<file path="src/design/mbrc_pkg.sv">
// Types, constants and the CRC byte update for the reply checker.
package mbrc_pkg;

  localparam logic [15:0] CRC_INIT   = 16'hFFFF;
  localparam logic [15:0] CRC_POLY   = 16'hA001;
  localparam logic [7:0]  BCAST_ADDR = 8'd253;
  localparam logic [7:0]  ADDR_RESET = 8'd1;
  localparam logic [3:0]  CRC_SPAN   = 4'd5;
  localparam logic [3:0]  POS_LAST   = 4'd6;   // position of the seventh byte
  localparam logic [3:0]  POS_ADDR   = 4'd0;
  localparam logic [3:0]  POS_VAL_HI = 4'd3;
  localparam logic [3:0]  POS_VAL_LO = 4'd4;
  localparam logic [3:0]  POS_CRC_LO = 4'd5;
  localparam logic [3:0]  COUNT_MAX  = 4'd15;

  typedef enum logic [1:0] {
    ST_OK   = 2'd0,
    ST_LEN  = 2'd1,
    ST_ADDR = 2'd2,
    ST_CRC  = 2'd3
  } status_e;

  // One received byte with its end-of-reply mark
  typedef struct packed {
    logic [7:0] rx_byte;
    logic       is_last;
  } item_t;

  // One check result
  typedef struct packed {
    logic [15:0] register_value;
    status_e     status;
  } result_t;

  // Tracker state visible to the top level
  typedef struct packed {
    logic [3:0] byte_count;
  } track_stat_t;

  // Reflected CRC-16 over one byte, eight bit steps
  function automatic logic [15:0] crc_byte(input logic [15:0] crc, input logic [7:0] b);
    logic [15:0] c;
    c = crc ^ {8'h00, b};
    for (int k = 0; k < 8; k++) begin
      if (c[0]) begin
        c = (c >> 1) ^ CRC_POLY;
      end else begin
        c = c >> 1;
      end
    end
    return c;
  endfunction

endpackage

</file>
<file path="src/design/mbrc_track.sv">
// Reply tracker: CRC, field capture and status decision per byte.
module mbrc_track (
  input  logic                clk_i,
  input  logic                rst_ni,
  input  logic                step_i,
  input  mbrc_pkg::item_t     item_i,
  input  logic [7:0]          slave_address_i,
  output mbrc_pkg::result_t   result_o,
  output mbrc_pkg::track_stat_t stat_o
);
  import mbrc_pkg::*;

  logic [15:0] crc_q, crc_d;
  logic [3:0]  count_q, count_d;
  logic [7:0]  addr_q, addr_d;
  logic [15:0] value_q, value_d;
  logic [7:0]  crc_lo_q, crc_lo_d;

  // Update the running state for the current byte
  always_comb begin
    crc_d    = crc_q;
    count_d  = count_q;
    addr_d   = addr_q;
    value_d  = value_q;
    crc_lo_d = crc_lo_q;
    if (count_q < CRC_SPAN) begin
      crc_d = crc_byte(crc_q, item_i.rx_byte);
    end
    case (count_q)
      POS_ADDR:   addr_d        = item_i.rx_byte;
      POS_VAL_HI: value_d[15:8] = item_i.rx_byte;
      POS_VAL_LO: value_d[7:0]  = item_i.rx_byte;
      POS_CRC_LO: crc_lo_d      = item_i.rx_byte;
      default: ;
    endcase
    if (item_i.is_last) begin
      // drop the reply state for the next one
      crc_d    = CRC_INIT;
      count_d  = '0;
      addr_d   = '0;
      value_d  = '0;
      crc_lo_d = '0;
    end else if (count_q < COUNT_MAX) begin
      count_d = count_q + 4'd1;
    end
  end

  // Decide the status; only meaningful on the last byte
  always_comb begin
    result_o.register_value = '0;
    if (count_q != POS_LAST) begin
      result_o.status = ST_LEN;
    end else if (slave_address_i != BCAST_ADDR && addr_q != slave_address_i) begin
      result_o.status = ST_ADDR;
    end else if ({item_i.rx_byte, crc_lo_q} != crc_q) begin
      result_o.status = ST_CRC;
    end else begin
      result_o.status         = ST_OK;
      result_o.register_value = value_q;
    end
  end

  // Advance the state on each byte taken
  always_ff @(posedge clk_i or negedge rst_ni) begin
    if (!rst_ni) begin
      crc_q    <= CRC_INIT;
      count_q  <= '0;
      addr_q   <= '0;
      value_q  <= '0;
      crc_lo_q <= '0;
    end else if (step_i) begin
      crc_q    <= crc_d;
      count_q  <= count_d;
      addr_q   <= addr_d;
      value_q  <= value_d;
      crc_lo_q <= crc_lo_d;
    end
  end

  assign stat_o.byte_count = count_q;

endmodule

</file>
<file path="config.mk">
export PLATFORM = sky130hd
export DESIGN_NAME = mbrc_track
export DESIGN_NICKNAME = d
export VERILOG_FILES = /design/src/design/mbrc_pkg.sv /design/src/design/mbrc_track.sv
export SDC_FILE = /design/constraint.sdc
export NUM_CORES = 1
export LEC_CHECK = 0
export BUFFER_PORTS_ARGS = -buffer_cell sky130_fd_sc_hd__buf_4
export CORE_UTILIZATION = 50
export DETAILED_ROUTE_END_ITERATION = 10
export PLACE_DENSITY = 0.8
export SYNTH_ARGS = -nofsm -noshare
export SYNTH_HDL_FRONTEND = slang
export SYNTH_SLANG_ARGS = --single-unit
</file>
<file path="constraint.sdc">
create_clock -name clk_i -period 3 [get_ports clk_i]
set_input_delay 0 -clock clk_i [delete_from_list [all_inputs] [get_ports clk_i]]
set_output_delay 0 -clock clk_i [all_outputs]
set_load 0.005 [all_outputs]
</file>
==> metrics.log, run 1 <==
INFO  metric grt.total_usage = 22.9%
INFO  metric drt.antenna.violating_nets = 0
INFO  metric ff2ff_setup_slack = 890 ps
INFO  metric finalCoreUtilization = 62.3%
INFO  metric worst-r2r-cell-count = 5
INFO  metric fin_nets = 337
INFO  metric vias_per_cell = 5.34
INFO  metric ys.warnings.count = 0
INFO  metric criticalPathCategory = flop to primary output
INFO  metric post-layout-total-power = 2.12 mW
INFO  metric max_stage_delay = 570 ps
INFO  metric worstPathMaxFanout = 17
INFO  metric cp_data_required_time = 3000 ps
INFO  metric rsz0062_at_grt = no
INFO  metric post_cts_resize_count = 0
INFO  metric total_placed_instance_area = 3050 µm²
INFO  metric finalCriticalPeriod = 2360 ps
INFO  metric dieWidth = 75.3 µm
INFO  metric layout.cell_area.non_filler = 3200 µm²
INFO  metric cts.clk_slew.worst_paths = 100 ps
INFO  metric min-delay-path-class = input port to flop
INFO  metric post-cts-setup-buffers = 0
INFO  metric synth_cell_type_count = 32
INFO  metric worst_r2r_endpoint = crc_q[0]$_DFFE_PN1P_
INFO  metric fp.dieArea = 5670 µm²
INFO  metric totalNegativeSetupSlack = 0 ps
INFO  metric n_fill_cell = 452
INFO  metric number_of_antenna_diodes = 0
INFO  metric synthesis.instances = 272
INFO  metric min_delay_worst_endpoint = crc_lo_q[3]$_DFFE_PN0P_
INFO  metric critical_path_arrival = 2360 ps
INFO  metric synth_async_sr_flop_share = 100%
INFO  metric layout-area-overhead-vs-synth = 19.2%
INFO  metric io_pins = 42
INFO  metric vias_in_the_first_global_route = 1,934
INFO  metric synth-seq-cells = 52
INFO  metric clock_insertion_delay_worst_skew = 310 ps
INFO  metric drc_errors = 0
INFO  metric slew_headroom = 38.8%
INFO  metric intPower = 1.48 mW
INFO  metric drive_above_1_share = 22.6%
INFO  metric synth_flop_cell = sky130_fd_sc_hd__dfrtp_1
INFO  metric timing.final.setup_violations = 0
INFO  metric number_of_clock_sinks_seen_by_cts = 52
INFO  metric synth-edff-count = 0
INFO  metric cpMostUsedCell = sky130_fd_sc_hd__buf_4
INFO  metric route.final.wire_length = 5.83 mm
INFO  metric post_synth.cell_area_avg = 9.87 µm²
INFO  metric drt_pass1_iterations = 4
INFO  metric worstReg2RegStart = crc_q[1]$_DFFE_PN1P_
INFO  metric grt_start_max_net_pins = 53
INFO  metric layoutNonFillerInstCount = 384
INFO  metric grt-ovfl-total = 0
INFO  metric yosysSeqAreaShare = 49.2%
INFO  metric cp_cell_sequence = xnor2_1 -> nand4_1 -> nor4_1 -> nor2b_1 -> buf_4 -> and3_1 -> buf_4
INFO  metric hpwl_after_detailed_placement = 4.08 mm
INFO  metric hold_path_startpoint = item_i[4]
INFO  metric antenna_found_initial = 0
INFO  metric clock_tree.root_cell = sky130_fd_sc_hd__clkbuf_8
INFO  metric post-route-period-util = 78.6%
INFO  metric total_switching_power = 637 µW
INFO  metric final_max_slew_viol_count = 0
INFO  metric synthesis.nets = 296
INFO  metric worstSetupEndpointType = primary output
INFO  metric maximum_root_to_sink_buffer_count = 2
INFO  metric finalHoldWorstSlack = 71.3 ps
INFO  metric cap_violations = 0
INFO  metric ctsHoldBuffers = 3
INFO  metric worst_slack = 643 ps
INFO  metric detail_route.wl_per_cell = 15.2 µm
INFO  metric core-area = 5140 µm²
INFO  metric vias = 2,052
INFO  metric outcome = finished, final reports clean
INFO  metric seq_power_share = 46.0%
INFO  metric ir_worst_vdd = 0.460 mV
INFO  metric grt_first_pass_wirelength = 9.36 mm
INFO  metric port_buffers = 41
INFO  metric comb_power_share = 29.9%
INFO  metric synthesis.area = 2690 µm²
INFO  metric power.density = 661 nW/µm²
INFO  metric tritoncts = yes
INFO  metric detail_route.iter0.violations = 154
INFO  metric tightest_slew = 912 ps
INFO  metric gp_weighted_congestion = 0.856
INFO  metric floorplan.initialDensity = 52.2%
INFO  metric timing.clock.skew = 10.1 ps
INFO  metric switching_share = 30.1%
INFO  metric row_count = 26
INFO  metric max_freq = 0.424 GHz
INFO  metric start_kind = flop
INFO  metric hold_violations = 0
INFO  metric cp_slowest_cell = sky130_fd_sc_hd__dfstp_2
INFO  metric cts_buffers = 5
INFO  metric die_y = 75.3 µm
INFO  metric htree_levels = 2
INFO  metric cell_count_after_placement = 373
INFO  metric power.clock.fraction = 24.1%
INFO  metric min_path_cells = 3
INFO  metric dp_slack = 897 ps
INFO  metric leak = 1.47 nW
==> cells in the final DEF (no fill, tap or decap), drive strengths merged, types with 2 or more instances in the layout <==
cell         count
buf             43
dfrtp           36
o21ai           35
nand2           34
xnor2           32
and3            20
a21oi           16
dfstp           16
xor2            11
nor2             9
nand2b           8
o22a             8
clkbuf           6
nand4            5
inv              4
ha               4
nor4             3
nor2b            3
a21o             3
dlygate4sd3      3
nor3             2
o22ai            2
xnor3            2
==> flip-flops by register name (all words and copies together), names as in the netlist <==
signal and cells:
stat_o 4, crc_q 16, addr_q 8, crc_lo_q 8, value_q 16
==> critical path: cells and delay by family (launching register included) <==
kind	cells	cell delay, ps
xor+xnor	1	140
buf+inv	2	300
flops	1	570
simple gates	4	1030
==> cell families after synthesis <==
group / Yosys count / synth area share, %
AOI/OAI and AO/OA: 66 / 14.1
DFF: 52 / 49.2
xor gates and xnor gates: 45 / 15.8
and+or+nand+nor: 89 / 16.8
adders and majority gates: 4 / 1.86
buffers and inverters: 16 / 2.24
==> synthesized netlist by cell type (all sizes together) (2+ instances only) <==
master | instances | area, µm²
nand4 | 5 | 31.3
ha | 4 | 50.1
a21oi | 16 | 80.1
nor2 | 9 | 33.8
nand2b | 8 | 50.1
nor4 | 3 | 18.8
dfstp | 16 | 420
o22ai | 2 | 12.5
nor3 | 2 | 10.0
inv | 4 | 15.0
and3 | 20 | 125
xnor3 | 2 | 46.3
nand2 | 34 | 128
o22a | 8 | 72.6
a21o | 3 | 22.5
clkbuf | 11 | 41.3
dfrtp | 36 | 901
xor2 | 11 | 96.3
xnor2 | 32 | 280
o21ai | 35 | 175
nor2b | 3 | 18.8
==> routing by layer <==
layer	track usage, %	routed length [µm]	vias to the layer above
li1	-	-	1010
met1	29.5	2630	966
met2	38.6	2830	65
met3	3.21	238	11
met4	10.1	126	0
met5	0	0	-
==> area by class of cell <==
type	instances	area (µm²)	share of cell area, %
tap	70	87.6	2.74
clock inverter	2	38.8	1.21
inverter	4	15.0	0.469
multi-input combinational	204	1300	40.7
clock buffer	6	82.6	2.58
timing repair buffer	46	353	11.0
sequential	52	1320	41.3
==> worst max path at each step <==
stage                    startpoint                    to  slack, ps  depth (start not counted)
6_report       crc_q[4]$_DFFE_PN1P_          result_o[14]        640                          7
5_1_grt        crc_q[5]$_DFFE_PN1P_          result_o[14]        560                          7
4_1_cts        crc_q[4]$_DFFE_PN1P_          result_o[14]        660                          7
3_5_place_dp   crc_q[1]$_DFFE_PN1P_  crc_q[0]$_DFFE_PN1P_        900                          5
3_3_place_gp   crc_q[1]$_DFFE_PN1P_  crc_q[0]$_DFFE_PN1P_        960                          5
2_1_floorplan  crc_q[1]$_DFFE_PN1P_  crc_q[0]$_DFFE_PN1P_        990                          5
==> power by group through the flow <==
stage | combinational (mW) | sequential (mW) | clock (mW)
global placement | 0.612 | 0.983 | 0
floorplan | 0.501 | 0.960 | 0
finish | 0.634 | 0.973 | 0.511
CTS | 0.637 | 0.974 | 0.519
global route | 0.704 | 0.993 | 0.538
detailed placement | 0.631 | 0.987 | 0
(Power assumes the default switching activity.)
==> inputs of run 2 (changes only) <==
Settings changed: ABC_AREA set to 1, PLACE_DENSITY 0.8 to 0.79.
Clock period 3 ns to 2.2 ns, I/O delays scaled along.
==> run 2 against run 1 <==
Sequential power rose by 34%. Via count grew 25%. Total power is 26% higher. Clock skew is 1.4 ps lower. Setup slack got worse by 440 ps. Largest cell class is now multi-input combinational cells. Highest routed layer unchanged.
==> metrics.log, run 2 <==
INFO  metric post_cts_resize_count = 0 (unchanged)
INFO  metric synthesis.instances = 371 (+36%)
INFO  metric cap_violations = 0 (unchanged)
INFO  metric cpMostUsedCell = sky130_fd_sc_hd__nor3_1
INFO  metric synth_common_cells = sky130_fd_sc_hd__nand2_1, sky130_fd_sc_hd__inv_1, sky130_fd_sc_hd__dfrtp_1, sky130_fd_sc_hd__nor2_1, sky130_fd_sc_hd__o21ai_0
INFO  metric drt_pass1_iterations = 4 (unchanged)
INFO  metric cts.clk_slew.worst_paths = 100 ps (about the same)
INFO  metric intPower = 1.74 mW (+17%)
INFO  metric cts_buffers = 5 (unchanged)
INFO  metric clock_tree.root_cell = sky130_fd_sc_hd__clkbuf_8
INFO  metric outcome = finished, final reports clean
INFO  metric floorplan.initialDensity = 52.1% (-0.12 points)
INFO  metric power.clock.fraction = 20.7% (-3.4 points)
INFO  metric criticalPathCategory = flop to primary output
INFO  metric timing.critical_path.max_delay_family = simple AND/OR/NAND/NOR gates
INFO  metric fin_nets = 440 (+31%)
INFO  metric drc_errors = 0 (unchanged)
INFO  metric layout_common_cells = sky130_fd_sc_hd__nand2_1, sky130_fd_sc_hd__buf_4, sky130_fd_sc_hd__inv_1
INFO  metric io_pins = 42 (unchanged)
INFO  metric ff2ff_setup_slack = 310 ps (-580 ps)
INFO  metric port_buffers = 41 (unchanged)
INFO  metric timing.final.setup_violations = 0 (unchanged)
INFO  metric hold_violations = 0 (unchanged)
INFO  metric drive_above_1_share = 30.2% (+7.6 points)
INFO  metric grt_start_max_net_pins = 53 (unchanged)
INFO  metric synth-edff-count = 0 (unchanged)
INFO  metric die_y = 80.8 µm (+7.3%)
INFO  metric maximum_root_to_sink_buffer_count = 2 (unchanged)
INFO  metric synth_cell_type_count = 32 (unchanged)
INFO  metric slew_headroom = 56.9% (+18 points)
INFO  metric reg_top3 = crc_q (16), value_q (16)
INFO  metric vias_in_the_first_global_route = 2,339 (+21%)
INFO  metric route.final.wire_length = 6.45 mm (+11%)
INFO  metric post-synth-top-count-cell = sky130_fd_sc_hd__nand2_1
INFO  metric dieWidth = 80.8 µm (+7.3%)
INFO  metric worstReg2RegStart = stat_o[0]$_DFFE_PN0P_
INFO  metric synth.top_cell.area_share = 29.0% (-4.5 points)
INFO  metric post-layout-total-power = 2.67 mW (+26%)
INFO  metric cp_num_buf_inv = 2 (unchanged)
INFO  metric seq_power_share = 48.5% (+2.5 points)
INFO  metric vias_per_cell = 5.23 (-2.1%)
INFO  metric layout-area-overhead-vs-synth = 15.4%
INFO  metric switching_share = 35.0% (+4.9 points)
INFO  metric synth_top_cells_by_area = sky130_fd_sc_hd__dfrtp_1, sky130_fd_sc_hd__dfstp_2, sky130_fd_sc_hd__nand2_1, sky130_fd_sc_hd__mux2_2, sky130_fd_sc_hd__xnor2_1
INFO  metric cp_data_required_time = 2200 ps (-800 ps)
INFO  metric grt_first_pass_wirelength = 10.8 mm (+15%)
INFO  metric drt.antenna.violating_nets = 0 (unchanged)
INFO  metric core-area = 5960 µm² (+16%)
INFO  metric synth_async_sr_flop_share = 100% (unchanged)
INFO  metric synthesis.nets = 395 (+33%)
INFO  metric grt.total_usage = 21.8% (-1.1 points)
INFO  metric max_freq = 0.501 GHz
INFO  metric rsz0062_at_grt = no
INFO  metric synth_top_cell_by_area = sky130_fd_sc_hd__dfrtp_1
INFO  metric vias = 2,575 (+25%)
INFO  metric gp_weighted_congestion = 0.880 (+2.9%)
INFO  metric post_synth.cell_area_avg = 8.37 µm² (-15%)
INFO  metric number_of_antenna_diodes = 0 (unchanged)
INFO  metric worstSetupEndpointType = primary output
INFO  metric htree_levels = 2 (unchanged)
INFO  metric min_path_cells = 3 (unchanged)
INFO  metric totalNegativeSetupSlack = 0 ps (unchanged)
INFO  metric comb_power_share = 30.8% (+0.9 points)
INFO  metric grt-ovfl-total = 0 (unchanged)
INFO  metric power.density = 745 nW/µm² (+13%)
INFO  metric number_of_clock_sinks_seen_by_cts = 52 (unchanged)
INFO  metric ir_worst_vdd = 0.501 mV (+9.0%)
INFO  metric synthesis.area = 3100 µm² (+16%)
INFO  metric hpwl_after_detailed_placement = 4.93 mm (+21%)
INFO  metric synth_flop_cell = sky130_fd_sc_hd__dfrtp_1
INFO  metric cp_cell_sequence = xor2_1 -> nor3_1 -> nand2_1 -> nor2_1 -> nand2_2 -> inv_2 -> nand2_4 -> nor3_1 -> buf_4
INFO  metric final_max_slew_viol_count = 0 (unchanged)
INFO  metric timing.clock.skew = 8.70 ps (-1.41 ps)
INFO  metric leak = 1.72 nW (+17%)
INFO  metric total_switching_power = 934 µW (+47%)
INFO  metric final_common_cell = sky130_fd_sc_hd__nand2_1
INFO  metric max_stage_delay = 580 ps (about the same)
INFO  metric row_count = 28 (+7.7%)
INFO  metric tritoncts = yes
INFO  metric post-route-period-util = 90.8%
INFO  metric cp_slowest_cell = sky130_fd_sc_hd__dfstp_2
INFO  metric post-cts-setup-buffers = 0 (unchanged)
INFO  metric worst-r2r-cell-count = 9 (+4)
INFO  metric antenna_found_initial = 0 (unchanged)
INFO  metric critical_path_arrival = 2000 ps (-360 ps)
INFO  metric hold_path_startpoint = step_i
INFO  metric detail_route.iter0.violations = 195 (+27%)
INFO  metric start_kind = flop
INFO  metric synth-seq-cells = 52 (unchanged)
INFO  metric worstPathMaxFanout = 16 (-1)
INFO  metric min-delay-path-class = input port to flop
INFO  metric clock_insertion_delay_worst_skew = 310 ps (about the same)
INFO  metric finalCriticalPeriod = 2000 ps
INFO  metric fp.dieArea = 6530 µm² (+15%)
INFO  metric min_delay_worst_endpoint = stat_o[2]$_DFFE_PN0P_
INFO  metric detail_route.wl_per_cell = 13.1 µm (-14%)
INFO  metric tightest_slew = 647 ps (-265 ps)
INFO  metric yosysSeqAreaShare = 42.6% (-6.6 points)
INFO  metric ys.warnings.count = 0 (unchanged)
INFO  metric worst_r2r_endpoint = crc_q[10]$_DFFE_PN1P_
## run 2: logic make-up after synthesis
kind of cell / synth area share, %
adder cells (fa/ha/maj): 1.61
multiplexers: 5.44
buffers and inverters: 8.18
flip-flops: 42.6
AND/OR/NAND/NOR: 25.8
XOR/XNOR: 7.30
AO/OA/AOI/OAI: 9.07
## run 2: what timing repair did
item / 4_1_cts / 5_1_grt
hold endpoints to repair: 36 / 0
hold buffers: 1 / 0
endpoints found under the setup margin: 0 / 0
## run 2: final cells by class
cell class	count	area [µm²]
Multi-Input combinational cell	256	1530
Sequential cell	52	1320
Timing Repair Buffer	45	340
Fill cell	548	2370
Inverter	56	210
Clock inverter	2	16.3
Tap cell	75	93.8
Clock buffer	6	72.6
## run 2: metal layers
metal  global-route usage, %  part of all wire (%)  routed length (µm)  vias to the layer above
li1                        -                     -                   -                     1278
met1                    29.5                    46                2970                     1206
met2                    35.6                    47                3000                       86
met3                    3.71                   6.1                 394                        5
met4                    6.96                   1.2                  77                        0
met5                       0                     0                   0                        -
## run 2: worst max path at each step
| stage | cells past startpoint | slack, ps | endpoint | from |
|---|---|---|---|---|
| 2_1_floorplan | 5 | 590 | addr_q[0]$_DFFE_PN0P_ | stat_o[0]$_DFFE_PN0P_ |
| 3_3_place_gp | 9 | 460 | crc_q[6]$_DFFE_PN1P_ | stat_o[0]$_DFFE_PN0P_ |
| 3_5_place_dp | 9 | 380 | crc_q[7]$_DFFE_PN1P_ | stat_o[0]$_DFFE_PN0P_ |
| 4_1_cts | 9 | 170 | result_o[2] | crc_q[3]$_DFFE_PN1P_ |
| 5_1_grt | 9 | 60 | result_o[2] | crc_q[3]$_DFFE_PN1P_ |
| 6_report | 9 | 200 | result_o[2] | crc_q[2]$_DFFE_PN1P_ |
## run 2: power groups by stage
stage / registers (mW) / logic (mW) / clock network (mW)
floorplan: 1.28 / 0.622 / 0
global placement: 1.31 / 0.790 / 0
detailed placement: 1.31 / 0.818 / 0
CTS: 1.29 / 0.822 / 0.565
global route: 1.32 / 0.922 / 0.605
finish: 1.30 / 0.821 / 0.552
## run 2: stage by stage
stage	instances	instance area [µm²]	util (%)	hold slack, ps	setup slack (ps)
2_1_floorplan	371	3100	-	-296	593
3_3_place_gp	483	3480	58.5	70.6	462
3_5_place_dp	483	3480	58.5	77.2	385
4_1_cts	492	3580	60.2	7.10	175
5_1_grt	492	3580	60.2	11.1	57.2
6_report	492	3580	60.2	15.3	203
## run 2: worst register-to-register path: stages, from the launching register on
cell,delay [ps]
sky130_fd_sc_hd__dfrtp_1,420
sky130_fd_sc_hd__inv_1,150
sky130_fd_sc_hd__ha_1,220
sky130_fd_sc_hd__nor2_1,60
sky130_fd_sc_hd__nand2_1,50
sky130_fd_sc_hd__nand2_1,80
sky130_fd_sc_hd__nor2_2,430
sky130_fd_sc_hd__o21ai_0,210
sky130_fd_sc_hd__o22ai_1,150
sky130_fd_sc_hd__inv_1,60
